<file path="config.mk">
export PLATFORM = sky130hd
export DESIGN_NAME = bdel_ctrl
export DESIGN_NICKNAME = d
export VERILOG_FILES = /design/src/hdl/bdel_pkg.sv /design/src/hdl/bdel_ctrl.sv
export SDC_FILE = /design/constraint.sdc
export NUM_CORES = 1
export LEC_CHECK = 0
export CAP_MARGIN = 20
export CORE_ASPECT_RATIO = 1.75
export CORE_MARGIN = 2
export CORE_UTILIZATION = 45
export DETAILED_ROUTE_END_ITERATION = 8
export DONT_BUFFER_PORTS = 1
export PLACE_DENSITY = 0.71
export SLEW_MARGIN = 30
export SYNTH_ARGS = -nofsm -noshare
export SYNTH_HDL_FRONTEND = slang
export SYNTH_SLANG_ARGS = --single-unit
export TNS_END_PERCENT = 1
</file>
<file path="constraint.sdc">
create_clock -name clk -period 2.5 [get_ports clk]
set_input_delay 0.125 -clock clk [delete_from_list [all_inputs] [get_ports clk]]
set_output_delay 0.125 -clock clk [all_outputs]
set_load 0.01 [all_outputs]
</file>
<file path="src/hdl/bdel_pkg.sv">
// bdel_pkg: shared constants, command and status codes for the bounded double-ended list
// depends on nothing; used by bdel_ctrl and bounded_double_ended_list
`timescale 1ns / 1ps

package bdel_pkg;

  // ring store geometry
  localparam int DEPTH  = 1024;
  localparam int PTR_W  = $clog2(DEPTH);
  localparam int CNT_W  = $clog2(DEPTH + 1);
  localparam int SUM_W  = PTR_W + 1;

  // port widths fixed by the interface
  localparam int CMD_W   = 3;
  localparam int DATA_W  = 32;
  localparam int IDX_W   = 10;
  localparam int COUNT_W = 11;
  localparam int STAT_W  = 2;

  // width for comparing an index against the count
  localparam int CMP_W = (IDX_W > CNT_W) ? IDX_W : CNT_W;

  typedef enum logic [CMD_W-1:0] {
    CMD_ADD_BACK  = 3'd0,
    CMD_ADD_FRONT = 3'd1,
    CMD_REM_FRONT = 3'd2,
    CMD_REM_BACK  = 3'd3,
    CMD_READ      = 3'd4
  } cmd_t;

  typedef enum logic [STAT_W-1:0] {
    ST_OK    = 2'd0,
    ST_OOB   = 2'd1,
    ST_FULL  = 2'd2,
    ST_EMPTY = 2'd3
  } status_t;

  // memory request from the control to the store
  typedef struct packed {
    logic              we;
    logic [PTR_W-1:0]  waddr;
    logic [DATA_W-1:0] wdata;
    logic              re;
    logic [PTR_W-1:0]  raddr;
  } mem_req_t;

  // bring a slot sum below DEPTH (the sum is always under twice DEPTH)
  function automatic logic [PTR_W-1:0] wrap_slot(input logic [SUM_W-1:0] sum);
    logic [SUM_W-1:0] red;
    red = (sum >= SUM_W'(DEPTH)) ? (sum - SUM_W'(DEPTH)) : sum;
    return PTR_W'(red);
  endfunction

endpackage

</file>
<file path="src/hdl/bdel_ctrl.sv">
// bdel_ctrl: front pointer, item count and command decode for the ring store
// depends on bdel_pkg; drives the store request and the result registers
`timescale 1ns / 1ps

module bdel_ctrl (
  input  logic                              clk,
  input  logic                              rst,
  input  logic                              accept,
  input  logic [bdel_pkg::CMD_W-1:0]        command,
  input  logic signed [bdel_pkg::DATA_W-1:0] value,
  input  logic [bdel_pkg::IDX_W-1:0]        index,
  output bdel_pkg::mem_req_t                req,
  output logic                              done,
  output logic                              rd_ok,
  output logic [bdel_pkg::CNT_W-1:0]        count,
  output bdel_pkg::status_t                 status
);

  logic [bdel_pkg::PTR_W-1:0] front;
  logic [bdel_pkg::PTR_W-1:0] front_next;
  logic [bdel_pkg::CNT_W-1:0] count_next;
  bdel_pkg::status_t          status_next;
  logic                       rd_ok_next;
  logic                       full;
  logic                       empty;
  logic                       in_range;
  logic [bdel_pkg::PTR_W-1:0] back_slot;
  logic [bdel_pkg::PTR_W-1:0] read_slot;
  logic [bdel_pkg::PTR_W-1:0] front_dec;
  logic [bdel_pkg::PTR_W-1:0] front_inc;

  assign full     = (count >= bdel_pkg::CNT_W'(bdel_pkg::DEPTH));
  assign empty    = (count == '0);
  assign in_range = (bdel_pkg::CMP_W'(index) < bdel_pkg::CMP_W'(count));

  // ring slot arithmetic
  assign back_slot = bdel_pkg::wrap_slot(bdel_pkg::SUM_W'(front) + bdel_pkg::SUM_W'(count));
  assign read_slot = bdel_pkg::wrap_slot(bdel_pkg::SUM_W'(front) + bdel_pkg::SUM_W'(index));
  assign front_dec = (front == '0) ? bdel_pkg::PTR_W'(bdel_pkg::DEPTH - 1)
                                   : front - bdel_pkg::PTR_W'(1);
  assign front_inc = (front == bdel_pkg::PTR_W'(bdel_pkg::DEPTH - 1)) ? '0
                                   : front + bdel_pkg::PTR_W'(1);

  // command decode
  always_comb begin
    front_next  = front;
    count_next  = count;
    status_next = bdel_pkg::ST_OK;
    rd_ok_next  = 1'b0;
    req.we      = 1'b0;
    req.waddr   = back_slot;
    req.wdata   = value;
    req.re      = 1'b0;
    req.raddr   = read_slot;
    if (accept) begin
      case (bdel_pkg::cmd_t'(command))
        bdel_pkg::CMD_ADD_BACK: begin
          if (full) begin
            status_next = bdel_pkg::ST_FULL;
          end else begin
            req.we     = 1'b1;
            count_next = count + bdel_pkg::CNT_W'(1);
          end
        end
        bdel_pkg::CMD_ADD_FRONT: begin
          req.waddr = front_dec;
          if (full) begin
            status_next = bdel_pkg::ST_FULL;
          end else begin
            req.we     = 1'b1;
            front_next = front_dec;
            count_next = count + bdel_pkg::CNT_W'(1);
          end
        end
        bdel_pkg::CMD_REM_FRONT: begin
          if (empty) begin
            status_next = bdel_pkg::ST_EMPTY;
          end else begin
            front_next = front_inc;
            count_next = count - bdel_pkg::CNT_W'(1);
          end
        end
        bdel_pkg::CMD_REM_BACK: begin
          if (empty) begin
            status_next = bdel_pkg::ST_EMPTY;
          end else begin
            count_next = count - bdel_pkg::CNT_W'(1);
          end
        end
        bdel_pkg::CMD_READ: begin
          if (in_range) begin
            req.re     = 1'b1;
            rd_ok_next = 1'b1;
          end else begin
            status_next = bdel_pkg::ST_OOB;
          end
        end
        default: begin
        end
      endcase
    end
  end

  // ring state
  always_ff @(posedge clk) begin
    if (rst) begin
      front <= '0;
      count <= '0;
      done  <= 1'b0;
      rd_ok <= 1'b0;
    end else begin
      front <= front_next;
      count <= count_next;
      done  <= accept;
      rd_ok <= rd_ok_next;
    end
  end

  // result status, only meaningful while done is high
  always_ff @(posedge clk) begin
    status <= status_next;
  end

  a_count_bound: assert property (@(posedge clk) disable iff (rst)
    count <= bdel_pkg::CNT_W'(bdel_pkg::DEPTH))
    else $error("item count beyond store depth");

  a_one_result: assert property (@(posedge clk) disable iff (rst)
    accept |=> done)
    else $error("accepted word gave no result");

  a_no_spurious: assert property (@(posedge clk) disable iff (rst)
    !accept |=> !done)
    else $error("result without accepted word");

  a_empty_remove: assert property (@(posedge clk) disable iff (rst)
    accept && empty && (command == bdel_pkg::CMD_REM_FRONT || command == bdel_pkg::CMD_REM_BACK)
    |=> status == bdel_pkg::ST_EMPTY && $stable(count) && $stable(front))
    else $error("remove from empty list changed state");

  a_read_keeps: assert property (@(posedge clk) disable iff (rst)
    accept && command == bdel_pkg::CMD_READ |=> $stable(count) && $stable(front))
    else $error("read changed ring state");

endmodule

</file>
==> impl_metrics.tcl, run 1 <==
set metrics [dict create \
    status "finished clean" \
    fin_tns_setup_ns 0 \
    regToRegEndpoint "count[10]" \
    grt_pass1_vias 3017 \
    synth_area_leader_cell "dfxtp_1" \
    fin_hold_ws_ns 0.007715 \
    seqPwrFrac_pct 31.2 \
    grt_pass1_wl_um 14190 \
    cts_made_buffers 3 \
    crit_arrival_ns 2.31 \
    grt_usage_pct 23.36 \
    p_clk_share_pct 24.1 \
    start_util_pct 46.85 \
    internal_power_mw 0.9396 \
    dp_hpwl_um 7044 \
    fmax_ghz 0.4103 \
    hold_viol_final 0 \
    wl_um 9037 \
    hold_path.class "input pin to register" \
    rsz0062_at_grt "yes" \
    antenna_found_initial 0 \
    fin_skew_ns 0.003726 \
    nets 483 \
    cts_tree "built" \
    clock-sinks 25 \
    layout_common_cells "nand2_1 (34), ha_1 (34), a21oi_1 (29)" \
    comb_power_share_pct 44.7 \
    drcViolationCount 0 \
    path_class "register to primary output" \
    clock_path_buffers 2 \
    r2r_slack_ns 0.17 \
    die_h_um 116.2 \
    antenna_cells 0 \
    required_ns 2.38 \
    yosysWarnings 0 \
    ant_nets 0 \
    synthTopCellsByArea "dfxtp_1 (15%), ha_1 (15%), buf_4 (7.9%)" \
    first_pass_iters 5 \
    min_to "done" \
    worstReg2RegStart "count[0]" \
    final_max_slew_viol_count 0 \
    setup_viol 0 \
    clk_latency_ns 0.26 \
    finalCritPeriodShare_pct 97.50 \
    p_leak_nw 1.411 \
    synth_edf_count 0 \
    wire_per_inst_um 18.95 \
    htreeDepth 1 \
    synthDistinctLibCells 67 \
    syn-num-nets 508 \
    relSlewSlack_pct 36.89 \
    maxCapViolCount 0 \
    overflow 0 \
    pwr_density_cell_mw_per_mm2 468.2 \
    critPathMaxFanout 4 \
    path_clk_slew_ns 0.07 \
    yosysSeqAreaShare_pct 15.47 \
    ios 117 \
    power.total_mw 1.556 \
    yosys.area.top_type_share_pct 15.47 \
    synthCells 419 \
    reg2reg_depth 7 \
    dieArea_sq_mm 0.007912 \
    gp_congestion 0.9806 \
    dr.first_iter.drc_count 186 \
    root_buffer "clkbuf_16" \
    min_from "accept" \
    fp-row-count 40 \
    ir_worst_vdd_mv 0.3354 \
    via_per_inst 6.423 \
    io_buffer_count 0 \
    yosys_register_bits 25 \
    area_growth_pct 2.746 \
    end_kind "primary output" \
    finalCriticalPeriod_ns 2.437 \
    crit_start "front[2]" \
    holdPathStages 1 \
    avgSynthCellArea_sq_um 7.722 \
    drive_gt1_share_pct 13.99 \
    syn_area_sq_mm 0.003236 \
    grt_max_degree 23 \
    async_reset_ff_share_pct 0 \
    synth_ff_type "dfxtp_1" \
    switchingPower_mw 0.6168 \
    fp.coreArea_sq_mm 0.006907 \
    worst-slew-pin-transition_ns 0.9435 \
    switching_share_pct 39.63 \
    start_kind "register" \
    vias 3064 \
    fp.dieW_um 68.10 \
]
[Yosys cell counts, drive strengths merged, types with 13 or more instances]
master	n
a211oi	13
a21o	13
a21oi	32
buf	38
dfxtp	25
ha	38
inv	14
nand2	34
nand3	13
nor2	28
o21ai	19
xnor2	18
[cells by family after synthesis]
group                      count (synthesis)  share of synthesized area (%)
and+or+nand+nor                          136                          22.04
buffers and inverters                     63                          11.60
DFF                                       25                          15.47
AOI/OAI and AO/OA                        123                          25.75
muxes                                      3                          1.005
xor gates and xnor gates                  28                          7.579
adders and majority gates                 41                          16.55
[layout make-up]
type                       count  area, sq um
timing repair buffer          19        145.1
tap                           84        105.1
multi-input combinational    331         2429
clock buffer                   4        78.83
sequential                    25        514.2
fill                         685         3582
inverter                      14        52.55
[how the worst max path moves through the flow]
| stage | to | slack, ns | cells after the start |
|---|---|---|---|
| final | req[9] | 0.06 | 6 |
| after global routing | req[51] | -0.04 | 10 |
| after global placement | count[10] | 0.16 | 8 |
| after detailed placement | count[10] | 0.12 | 9 |
| after floorplan | count[10] | 0.09 | 8 |
| after CTS | req[8] | -0.006 | 8 |
[state kept, by name, indices dropped and copies added (netlist names)]
register,cells
front,10
done,1
count,11
status,2
rd_ok,1
[per-layer routing]
metal	track usage, %	routed length (um)	vias up	share of wire, %
li1	-	-	1466	-
met1	25.28	3237	1441	36
met2	41.49	4674	117	52
met3	3.661	678	40	7.5
met4	13.47	446	0	4.9
met5	0	0	-	0
[power groups by stage]
stage	sequential, mW	clock [mW]	combinational, mW
finish	0.486	0.375	0.696
global route	0.489	0.391	0.770
CTS	0.483	0.378	0.676
detailed placement	0.491	0	0.664
global placement	0.490	0	0.652
floorplan	0.477	0	0.580
[metrics by stage]
stage               instance area, sq um  setup WS, ns  utilization [%]  std cells
floorplan                           3236       0.08928                -        419
global placement                    3146        0.1626            45.54        471
detailed placement                  3146        0.1205            45.54        471
CTS                                 3256     -0.005606            47.14        477
global route                        3324      -0.04188            48.13        477
finish                              3324       0.06254            48.13        477
[worst max-delay path: stages (launching register included)]
cell      delay [ns]
dfxtp_2         0.35
ha_1            0.32
nor2b_1         0.15
o31a_1          0.26
or4_4           0.42
a2111o_1        0.38
o211a_1         0.16
[repair_timing]
action / CTS / global route
pin swaps: 2 / 4
gates resized for setup: 7 / 19
endpoints found under the hold margin: 22 / 0
setup buffers: 1 / 0
hold buffers: 1 / 0
setup endpoints to repair: 6 / 7
(Power assumes the default switching activity.)
==> run 2: changes to the inputs <==
--- a/config.mk
+++ b/config.mk
@@ -5,6 +5,7 @@
 export SDC_FILE = /design/constraint.sdc
 export NUM_CORES = 1
 export LEC_CHECK = 0
+export ABC_AREA = 1
 export CAP_MARGIN = 20
 export CORE_ASPECT_RATIO = 1.75
 export CORE_MARGIN = 2
==> run 2 against run 1 <==
Compared with the run above: wire length is 6.8% higher; count of clock-buffer cells in the layout unchanged; via count rose by 11%; clock skew is 0.0017 ns lower; critical path depth up 2; fmax increased by 6.6%; worst hold slack better by 0.0015 ns; critical endpoint is now req[49]; largest cell class unchanged; largest power group unchanged.
==> impl_metrics.tcl, run 2 <==
set metrics [dict create \
    dieArea_sq_mm 0.008421 \
    fin_tns_setup_ns 0 \
    critPathMaxFanout 8 \
    synth.most_common_cell "nand2_1" \
    first_pass_iters 4 \
    switchingPower_mw 0.6014 \
    antenna_cells 0 \
    ios 117 \
    crit_arrival_ns 2.16 \
    required_ns 2.38 \
    switching_share_pct 41.54 \
    top_usage_layer "met2" \
    fin_area_sq_mm 0.003391 \
    critPathMostFrequentCell "nand2_1" \
    setup_slack_ns 0.2125 \
    start_kind "register" \
    hold_path.class "input pin to register" \
    internal_power_mw 0.8464 \
    ant_nets 0 \
    overflow 0 \
    synth_top_family_by_area "simple AND/OR/NAND/NOR gates" \
    synth_area_leader_cell "nand2_1" \
    fp-row-count 42 \
    cts_tree "built" \
    final_max_slew_viol_count 0 \
    synth_common_cells "nand2_1 (153), inv_1 (68), nand3_1 (51), nor2_1 (49), ha_1 (38)" \
    ir_worst_vdd_mv 0.2187 \
    use_met1_pct 21.13 \
    grt_usage_pct 23.23 \
    grt_max_degree 18 \
    syn_area_sq_mm 0.003455 \
    cts_made_buffers 3 \
    vias 3389 \
    die_h_um 119.9 \
    seqCellArea_sq_um 503.0 \
    gp_congestion 0.9504 \
    synth_ff_type "dfxtp_1" \
    fin_skew_ns 0.002041 \
    num-fill-cells 782 \
    area_growth_pct -1.847 \
    nets 616 \
    fmax_ghz 0.4372 \
    wire_per_inst_um 15.72 \
    root_buffer "clkbuf_16" \
    layout_commonest_cell "nand2_1" \
    setup_viol 0 \
    relSlewSlack_pct 66.36 \
    antenna_found_initial 0 \
    fp.dieW_um 70.23 \
    htreeDepth 1 \
    avgSynthCellArea_sq_um 6.180 \
    synth_simple_gate_area_share_pct 35.89 \
    start_util_pct 45.97 \
    yosys.area.top_type_share_pct 16.62 \
    p_clk_share_pct 25.4 \
    multi_input_area_sq_mm 0.002374 \
    reg.largest.list "count (11), front (10), status (2)" \
    clock-sinks 25 \
    finalCritPeriodShare_pct 91.50 \
    synth_adder_area_share_pct 15.50 \
    via_per_inst 5.520 \
    path_clk_slew_ns 0.06 \
    comb_power_share_pct 41.2 \
    syn-num-nets 648 \
    clock_path_buffers 2 \
    hold_viol_final 0 \
    drcViolationCount 0 \
    path_buf_inv 1 \
    post_dp_cell_area_sq_mm 0.003299 \
    clk_latency_ns 0.27 \
    met2_usage_pct 45.70 \
    end_kind "primary output" \
    synthCells 559 \
    use_met3_pct 3.107 \
    cp_cell_sequence "inv_1 > fa_1 > o21ai_1 > nand2_1 > nand2_1 > xor2_1 > nand2_1 > nand2_1" \
    cpPeakStageDelay_ns 0.52 \
    yosysSeqAreaShare_pct 14.49 \
    finalCriticalPeriod_ns 2.288 \
    synth_compound_area_share_pct 11.48 \
    grt_pass1_wl_um 15590 \
    critical-path-top-delay-family "flip-flops" \
    synth_xor_area_share_pct 5.831 \
    status "finished clean" \
    power.total_mw 1.448 \
    layout_common_cells "nand2_1 (153), inv_1 (68), nand3_1 (51)" \
    yosys_register_bits 25 \
    wl_um 9655 \
    grt_pass1_vias 3394 \
    crit_slowest_cell "dfxtp_1" \
    pre_cts_ws_ns 0.3295 \
    dp_hpwl_um 8012 \
    synthMuxAreaShare_pct 0 \
    synthTopCellsByArea "nand2_1 (17%), dfxtp_1 (14%), ha_1 (14%)" \
    async_reset_ff_share_pct 0 \
    fp.coreArea_sq_mm 0.007515 \
    largest_register_ffs 11 \
    regMostFlops "count" \
    worst-slew-pin-transition_ns 0.4993 \
    rsz0062_at_grt "no" \
    path_class "register to primary output" \
    p_leak_nw 1.880 \
    dr.first_iter.drc_count 120 \
    drive_gt1_share_pct 5.894 \
    pwr_density_cell_mw_per_mm2 427.0 \
    seqPwrFrac_pct 33.4 \
    io_buffer_count 0 \
    yosysWarnings 0 \
    maxCapViolCount 0 \
    synthDistinctLibCells 38 \
    synth_edf_count 0 \
]
-- run 2: cell types whose count changed in the layout (fill, tap and decap cells not counted), moves of 7 or more --
cell,previous run,this run
xnor2_1,18,4
xor2_1,10,19
o21a_1,7,0
nand2_1,34,153
nand3_1,13,51
inv_1,13,68
a211oi_1,12,1
a21o_1,13,5
nand2b_1,8,0
nor3_1,10,3
buf_4,18,6
nor2_1,28,49
-- run 2: power groups by stage --
stage	registers [mW]	logic (mW)	clock network, mW
after floorplan	0.468	0.528	0
after global placement	0.491	0.572	0
after detailed placement	0.491	0.585	0
after CTS	0.482	0.593	0.373
after global routing	0.487	0.669	0.385
final	0.483	0.596	0.368
-- run 2: layer usage --
metal,up-vias,wire length [um]
li1,1707,-
met1,1547,3332
met2,97,5358
met3,38,385
met4,0,578
met5,-,0
-- run 2: cell type report --
cell class / count / share of cell area, %
Inverter: 72 / 7.970
Clock buffer: 4 / 2.325
Tap cell: 88 / 3.247
Timing Repair Buffer: 7 / 1.624
Multi-Input combinational cell: 418 / 70.00
Sequential cell: 25 / 14.83
-- run 2: cells by family (layout without fill, tap and decap cells) --
family | after synthesis | in the layout
buffers and inverters | 116 | 83
AO/OA/AOI/OAI | 72 | 72
adder cells (fa/ha/maj) | 41 | 41
flip-flops | 25 | 25
XOR/XNOR | 23 | 23
AND/OR/NAND/NOR | 282 | 282
-- run 2: stage by stage --
| stage | utilization [%] | hold WS (ns) | std cells |
|---|---|---|---|
| final | 45.12 | 0.009239 | 614 |
| after floorplan | - | 0.2799 | 559 |
| after CTS | 45.09 | 0.007796 | 614 |
| after detailed placement | 43.91 | 0.1963 | 609 |
| after global routing | 45.12 | 0.03120 | 614 |
| after global placement | 43.91 | 0.1940 | 609 |
-- run 2: timing repair --
item,in CTS,in global routing
endpoints found under the setup margin,0,2
setup buffers,0,0
hold endpoints to repair,10,0
hold buffers,1,0
gates resized for setup,0,3
-- run 2: worst register-to-register path: cells and delay by family (launching register included) --
kind	cells	cell delay (ns)
AND/OR/NAND/NOR	8	0.95
flip-flops	1	0.36
adder cells (fa/ha/maj)	1	0.28
buffers and inverters	1	0.21
-- run 2: path summary, 6_finish.rpt --
kind / endpoint / start / slack (ns) / depth (start not counted)
worst max-delay path: req[49] / front[1] / 0.21 / 8
worst min-delay path: rd_ok / accept / 0.009 / 2
worst max register to register: front[8] / front[0] / 0.65 / 10
worst min register to register: count[1] / count[1] / 0.55 / 2
